--- src/hdl/smsr_pkg.sv ---
package smsr_pkg;

  // field widths
  localparam int unsigned BYTES_W = 20;
  localparam int unsigned QS_W    = 15;
  localparam int unsigned OQS_W   = 5;
  localparam int unsigned GUARD_W = 24;
  localparam int unsigned TIME_W  = 32;
  localparam int unsigned TOTAL_W = 36;
  localparam int unsigned RATE_W  = 48;
  localparam int unsigned PIC_W   = 16;
  localparam int unsigned CFG_W   = 32;
  localparam int unsigned CIDX_W  = 2;

  // shared multiplier operand widths
  localparam int unsigned MUL_A_W = TOTAL_W;
  localparam int unsigned MUL_B_W = 17;
  localparam int unsigned MUL_P_W = MUL_A_W + MUL_B_W;

  // shared divider widths: dividend covers 90000*total + delta
  localparam int unsigned DVD_W   = 54;
  localparam int unsigned DVS_W   = 32;
  localparam int unsigned DCNT_W  = $clog2(DVD_W + 1);

  // fraction bits of the quant scale, shift from a byte count to a bit count
  localparam int unsigned QS_FRAC = 8;
  localparam int unsigned BYTE_SH = 3;

  // size reduction divides the product with its fraction bits dropped
  localparam int unsigned RED_W   = BYTES_W + QS_W - QS_FRAC;

  // two times the tick rate, for a rounded rate quotient
  localparam logic [MUL_B_W-1:0] RATE_SCALE = MUL_B_W'(90000);

  localparam logic [TOTAL_W-1:0] TOTAL_MAX = {TOTAL_W{1'b1}};
  localparam logic [RATE_W-1:0]  RATE_MAX  = {RATE_W{1'b1}};

  localparam logic [GUARD_W-1:0] GUARD_RST = GUARD_W'(9400);

  // configuration register indexes
  localparam logic [CIDX_W-1:0] CFG_GUARD_BITS = 2'd0;
  localparam logic [CIDX_W-1:0] CFG_PCR_OFFSET = 2'd1;
  localparam logic [CIDX_W-1:0] CFG_OUT_QS     = 2'd2;

  typedef struct packed {
    logic              start;
    logic [DCNT_W-1:0] steps;
  } div_req_t;

  typedef struct packed {
    logic busy;
    logic done;
  } div_rsp_t;

endpackage

--- src/hdl/smsr_mul.sv ---
module smsr_mul
  import smsr_pkg::*;
(
  input  logic               clk,
  input  logic [MUL_A_W-1:0] op_a,
  input  logic [MUL_B_W-1:0] op_b,
  output logic [MUL_P_W-1:0] prod
);

  logic [MUL_P_W-1:0] prod_r;

  // register the product of the selected operands
  always_ff @(posedge clk) begin
    prod_r <= MUL_P_W'(op_a) * MUL_P_W'(op_b);
  end

  assign prod = prod_r;

endmodule

--- src/hdl/smsr_div.sv ---
module smsr_div
  import smsr_pkg::*;
(
  input  logic             clk,
  input  logic             rst_n,
  input  div_req_t         req,
  input  logic [DVD_W-1:0] dividend,
  input  logic [DVS_W-1:0] divisor,
  output div_rsp_t         rsp,
  output logic [DVD_W-1:0] quotient
);

  logic [DVS_W-1:0]  rem_r;
  logic [DVD_W-1:0]  quo_r;
  logic [DVS_W-1:0]  dvs_r;
  logic [DCNT_W-1:0] cnt_r;
  logic              busy_r;
  logic              done_r;

  logic [DVS_W:0]    trial;
  logic [DVS_W:0]    diff;
  logic              ge;
  logic [DVS_W-1:0]  rem_nxt;

  // one restoring step: bring down the next dividend bit, subtract if it fits
  always_comb begin
    trial   = {rem_r, quo_r[DVD_W-1]};
    ge      = (trial >= {1'b0, dvs_r});
    diff    = trial - {1'b0, dvs_r};
    rem_nxt = ge ? diff[DVS_W-1:0] : trial[DVS_W-1:0];
  end

  // control: load on start, count down the steps, pulse done at the end
  always_ff @(posedge clk) begin
    if (!rst_n) begin
      busy_r <= 1'b0;
      done_r <= 1'b0;
      cnt_r  <= '0;
    end else begin
      done_r <= 1'b0;
      if (req.start) begin
        busy_r <= 1'b1;
        cnt_r  <= req.steps;
      end else if (busy_r) begin
        cnt_r <= cnt_r - 1'b1;
        if (cnt_r == DCNT_W'(1)) begin
          busy_r <= 1'b0;
          done_r <= 1'b1;
        end
      end
    end
  end

  // datapath: the quotient bits shift in behind the dividend
  always_ff @(posedge clk) begin
    if (req.start) begin
      rem_r <= '0;
      quo_r <= dividend;
      dvs_r <= divisor;
    end else if (busy_r) begin
      rem_r <= rem_nxt;
      quo_r <= {quo_r[DVD_W-2:0], ge};
    end
  end

  assign rsp.busy = busy_r;
  assign rsp.done = done_r;
  assign quotient = quo_r;

endmodule

--- src/hdl/statmux_min_send_rate.sv ---
// Minimum send rate tracker for one video program. Each accepted word is one
// picture in decode order; each produces exactly one result word. The block
// works on one picture at a time around a shared registered multiplier and a
// radix-2 restoring divider that yields one quotient bit per cycle. A counted
// picture whose size is cut runs two divisions between acceptance and the
// edge that loads its result: one over the 27-bit reduced product for the
// size reduction, then one over the 54-bit dividend for the rate. An uncut
// picture skips the first division; a zero or negative deadline skips the
// second; an uncounted picture skips the rate work. The sequencer returns
// to its idle state before the next picture is taken, and a result that
// cannot leave holds the sequencer until the result register frees up.
// in_stall is high while a picture is in work; the result register lets the
// next picture be accepted while the previous result still waits.
// Configuration writes are always taken (cfg_ready is held high) and must be
// made while idle.
module statmux_min_send_rate
  import smsr_pkg::*;
(
  input  logic                      clk,
  input  logic                      rst_n,

  input  logic                      cfg_valid,
  output logic                      cfg_ready,
  input  logic [CIDX_W-1:0]         cfg_index,
  input  logic [CFG_W-1:0]          cfg_data,

  input  logic                      in_valid,
  output logic                      in_stall,
  input  logic                      in_window_start,
  input  logic [TIME_W-1:0]         in_now_time,
  input  logic                      in_is_partial,
  input  logic                      in_in_lookahead,
  input  logic [BYTES_W-1:0]        in_orig_bytes,
  input  logic [QS_W-1:0]           in_avg_qs,
  input  logic [TIME_W-1:0]         in_dts,
  input  logic [PIC_W-1:0]          in_pic_number,

  output logic                      out_valid,
  input  logic                      out_stall,
  output logic [BYTES_W-1:0]        out_target_bytes,
  output logic [TOTAL_W-1:0]        out_acc_bits,
  output logic signed [TIME_W-1:0]  out_deadline_delta,
  output logic [RATE_W-1:0]         out_pic_rate,
  output logic [RATE_W-1:0]         out_max_rate,
  output logic [PIC_W-1:0]          out_max_pic,
  output logic [RATE_W-1:0]         out_leftover_rate,
  output logic                      out_bad_delta
);

  typedef enum logic [3:0] {
    S_IDLE,
    S_TGT,
    S_DIV1_GO,
    S_DIV1_WAIT,
    S_ACC,
    S_RMUL,
    S_DIV2_GO,
    S_DIV2_WAIT,
    S_UPD,
    S_DONE
  } state_t;

  state_t state_r;

  // configuration
  logic [GUARD_W-1:0] guard_bits_r;
  logic [TIME_W-1:0]  pcr_offset_r;
  logic [OQS_W-1:0]   out_qs_r;

  // picture being worked on
  logic               partial_r;
  logic               lah_r;
  logic [BYTES_W-1:0] orig_r;
  logic [QS_W-1:0]    qs_r;
  logic [TIME_W-1:0]  dts_r;
  logic [PIC_W-1:0]   pic_r;
  logic [BYTES_W-1:0] target_r;
  logic [TIME_W-1:0]  delta_r;
  logic [RATE_W-1:0]  rate_r;
  logic               bad_r;

  // running state
  logic [TOTAL_W-1:0] bit_total_r;
  logic [RATE_W-1:0]  best_rate_r;
  logic [PIC_W-1:0]   best_pic_r;
  logic [RATE_W-1:0]  partial_rate_r;
  logic [TIME_W-1:0]  window_time_r;

  // result register
  logic               out_valid_r;
  logic [BYTES_W-1:0] o_target_r;
  logic [TOTAL_W-1:0] o_acc_r;
  logic [TIME_W-1:0]  o_delta_r;
  logic [RATE_W-1:0]  o_rate_r;
  logic [RATE_W-1:0]  o_max_r;
  logic [PIC_W-1:0]   o_pic_r;
  logic [RATE_W-1:0]  o_left_r;
  logic               o_bad_r;

  logic               in_acc;
  logic               out_free;
  logic               reduce;
  logic               counted;
  logic               delta_bad;
  logic [TOTAL_W:0]   sum;
  logic [TOTAL_W-1:0] total_nxt;

  logic [MUL_A_W-1:0] mul_a;
  logic [MUL_B_W-1:0] mul_b;
  logic [MUL_P_W-1:0] prod;

  div_req_t           dreq;
  div_rsp_t           drsp;
  logic [DVD_W-1:0]   dvd;
  logic [DVS_W-1:0]   dvs;
  logic [DVD_W-1:0]   quo;

  assign cfg_ready = 1'b1;
  assign in_stall  = (state_r != S_IDLE);
  assign in_acc    = in_valid && !in_stall;
  assign out_free  = !out_valid_r || !out_stall;

  // compare at the full quant scale width
  assign reduce    = !partial_r &&
                     (QS_W'({out_qs_r, QS_FRAC'(0)}) > qs_r);
  assign counted   = partial_r || lah_r;
  assign delta_bad = (delta_r == '0) || delta_r[TIME_W-1];

  // saturating add of the picture's bits
  assign sum       = {1'b0, bit_total_r} +
                     (TOTAL_W + 1)'({target_r, BYTE_SH'(0)});
  assign total_nxt = sum[TOTAL_W] ? TOTAL_MAX : sum[TOTAL_W-1:0];

  // operand select for the shared multiplier
  always_comb begin
    if (state_r == S_RMUL) begin
      mul_a = bit_total_r;
      mul_b = RATE_SCALE;
    end else begin
      mul_a = MUL_A_W'(orig_r);
      mul_b = MUL_B_W'(qs_r);
    end
  end

  smsr_mul u_mul (
    .clk  (clk),
    .op_a (mul_a),
    .op_b (mul_b),
    .prod (prod)
  );

  // operand select for the shared divider
  always_comb begin
    dreq.start = 1'b0;
    dreq.steps = DCNT_W'(DVD_W);
    dvd        = '0;
    dvs        = '0;
    unique case (state_r)
      S_DIV1_GO: begin
        dreq.start = 1'b1;
        dreq.steps = DCNT_W'(RED_W);
        dvd        = {prod[BYTES_W+QS_W-1:QS_FRAC], (DVD_W - RED_W)'(0)};
        dvs        = DVS_W'(out_qs_r);
      end
      S_DIV2_GO: begin
        dreq.start = 1'b1;
        dreq.steps = DCNT_W'(DVD_W);
        dvd        = DVD_W'(prod) + DVD_W'(delta_r);
        dvs        = {delta_r[DVS_W-2:0], 1'b0};
      end
      default: begin
        dreq.start = 1'b0;
      end
    endcase
  end

  smsr_div u_div (
    .clk      (clk),
    .rst_n    (rst_n),
    .req      (dreq),
    .dividend (dvd),
    .divisor  (dvs),
    .rsp      (drsp),
    .quotient (quo)
  );

  // configuration writes
  always_ff @(posedge clk) begin
    if (!rst_n) begin
      guard_bits_r <= GUARD_RST;
      pcr_offset_r <= '0;
      out_qs_r     <= '0;
    end else if (cfg_valid && cfg_ready) begin
      unique case (cfg_index)
        CFG_GUARD_BITS: guard_bits_r <= cfg_data[GUARD_W-1:0];
        CFG_PCR_OFFSET: pcr_offset_r <= cfg_data[TIME_W-1:0];
        CFG_OUT_QS:     out_qs_r     <= cfg_data[OQS_W-1:0];
        default:        ;
      endcase
    end
  end

  // sequencer, running state and result register
  always_ff @(posedge clk) begin
    if (!rst_n) begin
      state_r        <= S_IDLE;
      bit_total_r    <= '0;
      best_rate_r    <= '0;
      best_pic_r     <= '0;
      partial_rate_r <= '0;
      window_time_r  <= '0;
      out_valid_r    <= 1'b0;
    end else begin
      // drop the result once taken, unless a new one replaces it
      if (out_valid_r && !out_stall && state_r != S_DONE) begin
        out_valid_r <= 1'b0;
      end
      unique case (state_r)
        S_IDLE: begin
          if (in_acc) begin
            partial_r <= in_is_partial;
            lah_r     <= in_in_lookahead;
            orig_r    <= in_orig_bytes;
            qs_r      <= in_avg_qs;
            dts_r     <= in_dts;
            pic_r     <= in_pic_number;
            if (in_window_start) begin
              bit_total_r    <= TOTAL_W'(guard_bits_r);
              window_time_r  <= in_now_time;
              best_rate_r    <= '0;
              partial_rate_r <= '0;
            end
            state_r <= S_TGT;
          end
        end
        S_TGT: begin
          delta_r <= dts_r - window_time_r + pcr_offset_r;
          rate_r  <= '0;
          bad_r   <= 1'b0;
          target_r <= orig_r;
          state_r <= reduce ? S_DIV1_GO : S_ACC;
        end
        S_DIV1_GO: begin
          state_r <= S_DIV1_WAIT;
        end
        S_DIV1_WAIT: begin
          if (drsp.done) begin
            target_r <= quo[BYTES_W-1:0];
            state_r  <= S_ACC;
          end
        end
        S_ACC: begin
          if (counted) begin
            bit_total_r <= total_nxt;
            state_r     <= S_RMUL;
          end else begin
            state_r <= S_DONE;
          end
        end
        S_RMUL: begin
          if (delta_bad) begin
            rate_r  <= RATE_MAX;
            bad_r   <= 1'b1;
            state_r <= S_UPD;
          end else begin
            state_r <= S_DIV2_GO;
          end
        end
        S_DIV2_GO: begin
          state_r <= S_DIV2_WAIT;
        end
        S_DIV2_WAIT: begin
          if (drsp.done) begin
            if (quo[DVD_W-1:RATE_W] != '0) begin
              rate_r <= RATE_MAX;
              bad_r  <= 1'b1;
            end else begin
              rate_r <= quo[RATE_W-1:0];
            end
            state_r <= S_UPD;
          end
        end
        S_UPD: begin
          if (partial_r) begin
            partial_rate_r <= rate_r;
            best_rate_r    <= rate_r;
            best_pic_r     <= pic_r;
          end else if (rate_r > best_rate_r) begin
            best_rate_r <= rate_r;
            best_pic_r  <= pic_r;
          end
          state_r <= S_DONE;
        end
        S_DONE: begin
          // hold until the result register is free
          if (out_free) begin
            out_valid_r <= 1'b1;
            o_target_r  <= target_r;
            o_acc_r     <= bit_total_r;
            o_delta_r   <= delta_r;
            o_rate_r    <= rate_r;
            o_max_r     <= best_rate_r;
            o_pic_r     <= best_pic_r;
            o_left_r    <= partial_rate_r;
            o_bad_r     <= bad_r;
            state_r     <= S_IDLE;
          end
        end
        default: begin
          state_r <= S_IDLE;
        end
      endcase
    end
  end

  assign out_valid          = out_valid_r;
  assign out_target_bytes   = o_target_r;
  assign out_acc_bits       = o_acc_r;
  assign out_deadline_delta = o_delta_r;
  assign out_pic_rate       = o_rate_r;
  assign out_max_rate       = o_max_r;
  assign out_max_pic        = o_pic_r;
  assign out_leftover_rate  = o_left_r;
  assign out_bad_delta      = o_bad_r;

  // a saturated rate always reads as all ones
  a_bad_sat: assert property (@(posedge clk) disable iff (!rst_n)
    out_valid && out_bad_delta |-> out_pic_rate == RATE_MAX)
    else $error("bad_delta without saturated rate");

  // the running maximum never falls below the picture's own rate
  a_max_ge: assert property (@(posedge clk) disable iff (!rst_n)
    out_valid |-> out_max_rate >= out_pic_rate)
    else $error("max_rate below pic_rate");

  // the divider is only started when idle
  a_div_start: assert property (@(posedge clk) disable iff (!rst_n)
    dreq.start |-> !drsp.busy && !drsp.done)
    else $error("divider restarted while busy");

  // no word is taken while a picture is in work
  a_one_item: assert property (@(posedge clk) disable iff (!rst_n)
    in_acc |=> state_r == S_TGT && in_stall)
    else $error("input taken outside idle");

endmodule

--- config.mk ---
export PLATFORM = sky130hd
export DESIGN_NAME = statmux_min_send_rate
export DESIGN_NICKNAME = d
export VERILOG_FILES = /design/src/hdl/smsr_pkg.sv /design/src/hdl/smsr_mul.sv /design/src/hdl/smsr_div.sv /design/src/hdl/statmux_min_send_rate.sv
export SDC_FILE = /design/constraint.sdc
export NUM_CORES = 2
export LEC_CHECK = 0
export BUFFER_PORTS_ARGS = -buffer_cell sky130_fd_sc_hd__buf_4
export CAP_MARGIN = 20
export CORE_MARGIN = 5
export CORE_UTILIZATION = 51
export CTS_CLUSTER_DIAMETER = 40
export DETAILED_ROUTE_END_ITERATION = 8
export PLACE_DENSITY = 0.67
export SYNTH_ARGS = -nofsm -noshare
export SYNTH_HDL_FRONTEND = slang
export SYNTH_SLANG_ARGS = --single-unit
--- constraint.sdc ---
create_clock -name clk -period 41.9 [get_ports clk]
set_clock_uncertainty 0.1 [all_clocks]
set_input_delay 8.38 -clock clk [delete_from_list [all_inputs] [get_ports clk]]
set_output_delay 8.38 -clock clk [all_outputs]
set_load 0.005 [all_outputs]
==> summary.txt <==
Clock network
  – Clock latency of the later-clocked register in the worst-skew pair: ~0.74 ns
  – Buffer depth of the longest clock path: 3
  – Clock input transition at the sequential cells of the worst setup and hold paths: ~0.06 ns
  – Post-CTS Hold Fix Bufs: 0
  – Setup Buffers After CTS: 0
  – Number of sinks driven by the clock tree: between 800 and 900
  – Clock tree from TritonCTS: built
  – # resized after CTS: 0
  – TritonCTS buffer count: roughly 120
  – Root Driver: sky130_fd_sc_hd__clkbuf_16
  – Number of H-tree levels: 3

Die
  – Horiz. Die Dim: about 340 um
  – I/O Pins: ~400
  – Core Area: ~110,000 um^2
  – Initial cell density of the core: 51.3%
  – Full die area: between 100,000 and 150,000 um^2
  – Overall die height: ~340 um
  – Core Rows: 122

Synth
  – Total number of yosys warnings: 0
  – Biggest area consumer among synthesized cells: sky130_fd_sc_hd__edfxtp_1
  – Cell types with the largest area share after synthesis: sky130_fd_sc_hd__edfxtp_1 (28%), sky130_fd_sc_hd__fa_1 (18%), sky130_fd_sc_hd__dfxtp_1 (12%)
  – Average footprint of a synthesized cell: about 10 um^2
  – Distinct cells, synth: 77
  – EDFF count, synth: about 520
  – Fraction of synthesis flops using an asynchronous set or reset pin: 0%
  – Total of flip-flops plus latches after synthesis: 860
  – Post-synthesis cell count: roughly 5,600
  – Sequential cell area fraction in the yosys report: 39.7%
  – Proportion of netlist area held by the largest area contributor: roughly 28%
  – Synthesized area: 56,600 um^2
  – Flip-flop cell with the highest count after synthesis: sky130_fd_sc_hd__edfxtp_1

STA
  – Worst max-slew margin expressed relative to the limit: between 20% and 30%
  – Share of the clock period used by the worst path after layout: ~26%
  – FMAX: around 92 MHz
  – Tightest Pin Transition: roughly 1.1 ns
  – Final hold viol count: 0
  – Unrepaired setup endpoints after global routing: false
  – Count of pins over their slew limit: 0
  – Setup TNS: 0 ns
  – Minimum hold slack: approximately 0.33 ns
  – Min cycle time layout: about 11 ns
  – Final setup vio count: 0

Global routing
  – Overflow after GRT: 0
  – Global-route wire length before repair: between 200 and 250 mm
  – Maximum number of pins on one net before global-route repair: about 170
  – Initial antenna violation count: 19
  – Vias in the first global route: 41,700
  – Overall fraction of global-route tracks in use: 27.0%

Critical path
  – Combined buffer and inverter count along the critical path: 4
  – Crit path capture type: primary output
  – Kind of cell adding the most delay to the critical path: flip-flops
  – Required @ worst endpoint: about 33 ns
  – Worst Setup Path Type: reg -> out
  – CP max stage cell: sky130_fd_sc_hd__dfxtp_1
  – Flop2flop setup slack: about 32 ns
  – Arrival time reported for the critical path endpoint: ~2.4 ns
  – Cells traversed along the worst timing path: inv_1 -> nand2_1 -> nor3_1 -> buf_4 -> inv_1 -> buf_4
  – Startpoint Class: flip-flop
  – CP max FO: 15
  – Biggest cell delay along the critical path: around 0.77 ns

Detailed routing
  – Number of DRC markers after the initial detailed-route iteration: 3,561
  – ANT nets after route: 0
  – Vias per inst: roughly 5.5
  – Final Routed Wirelength: 161 mm
  – Drt drc: 0
  – Routed via count: 41,800
  – Routed wire per std cell: between 20 and 25 um
  – First drt pass iteration count: 6

Flow run
  – Max-cap viol count: 0

Power
  – Worst voltage drop across the vdd grid: between 0.1 and 0.15 mV
  – Power Density: ~68 nW/um^2
  – Static Leak: 29.1 nW

Placement
  – Placement-stage cell area: 61,400 um^2
  – Final weighted congestion in routability-driven placement: approximately 0.94
  – Port Buf Inserts: about 410
  – HPWL after detailed placement: about 120 mm

Layout
  – NumNets Final: 7,029
  – Area Growth Syn to Fin: 15.7%
  – Share of cells above drive strength 1: a little under an eighth
  – Cell area after layout: 65,400 um^2

Status
  – Run status: finished clean

Min path
  – Hold/Removal Path Class: reg -> reg
==> worst paths after layout <==
path                                         endpoint  cells after the start          startpoint
worst max-delay path                         in_stall                      6          state_r[1]
worst min-delay path            out_leftover_rate[32]                      0  partial_rate_r[32]
worst max register to register         u_mul.prod[50]                     27          state_r[2]
worst min register to register  out_leftover_rate[32]                      0  partial_rate_r[32]
==> state kept, by name, summed over array words and instances (netlist names), 36 cells and up <==
signal / flops
rate_r: 48
out_max_rate: 48
out_leftover_rate: 48
bit_total_r: 36
out_pic_rate: 48
out_acc_bits: 36
u_div.quotient: 54
best_rate_r: 48
u_mul.prod: 53
partial_rate_r: 48
==> layout make-up <==
cell class / instances / area (um^2)
multi-input combinational: 3685 / 30300
clock buffer: 136 / 3070
timing repair buffer: 447 / 3400
clock inverter: 84 / 938
fill: 9454 / 44900
antenna: 3 / 7.51
tap: 1488 / 1860
inverter: 925 / 3470
sequential: 860 / 22400
==> placed cells by master, fill, tap and decap left out, types with 176 or more instances in the layout <==
cell type                  synthesis  layout
sky130_fd_sc_hd__a21oi_1         283     281
sky130_fd_sc_hd__buf_4             2     443
sky130_fd_sc_hd__dfxtp_1         339     338
sky130_fd_sc_hd__edfxtp_1        521     521
sky130_fd_sc_hd__fa_1            508     508
sky130_fd_sc_hd__ha_1            330     330
sky130_fd_sc_hd__inv_1           924     922
sky130_fd_sc_hd__nand2_1         715     713
sky130_fd_sc_hd__nor2_1          183     176
sky130_fd_sc_hd__o21ai_0         228     227
==> per-layer routing <==
metal	track usage, %	vias up	part of all wire, %
li1	-	19400	-
met1	36.9	20500	42
met2	42.8	1547	46
met3	5.48	326	8.2
met4	10.4	4	3.9
met5	0	-	0.013
==> through the flow <==
step	power (mW)	instances	utilization (%)	setup WS, ns
global route	4.78	7627	59.3	30.90
finish	4.46	7628	59.3	31.06
floorplan	2.80	5715	-	21.42
detailed placement	3.45	7403	55.6	30.76
global placement	3.41	7402	55.6	30.78
CTS	4.45	7623	59.2	31.03
==> synth_stat cells (all sizes together) (10+ instances only) <==
cell type,instances
inv,924
nand2,715
edfxtp,521
fa,508
dfxtp,339
ha,330
a21oi,283
o21ai,239
clkbuf,212
nor2,183
nand3,139
a21boi,138
a21o,125
and3,117
xnor2,95
nand4,87
o21a,86
xor2,65
and2,46
nor2b,40
nor3,40
a31oi,34
buf,33
a211oi,27
nand2b,25
mux2,21
mux2i,21
o21bai,21
nor4,18
or2,13
o211ai,12
or3,12
a31o,11
o31ai,11
a211o,10
o22ai,10
==> report_power, final <==
part           internal (mW)  switching (mW)  total [mW]
Sequential             0.987          0.0742        1.06
Clock                  0.571           0.422       0.993
Combinational          0.973            1.43        2.41
Total                   2.53            1.93        4.46
==> cell families (layout without fill, tap and decap cells) <==
group,after synthesis,count (layout),share of synthesized area [%]
AO/OA/AOI/OAI,1072,1072,12.1
XOR/XNOR,160,160,2.48
adder cells (fa/ha/maj),838,838,25.3
buffers and inverters,1170,1592,7.80
flip-flops,860,860,39.7
multiplexers,42,42,0.790
other,2,116,0.0133
AND/OR/NAND/NOR,1460,1460,11.9
Note: power is estimated with default switching activity, not from simulation.
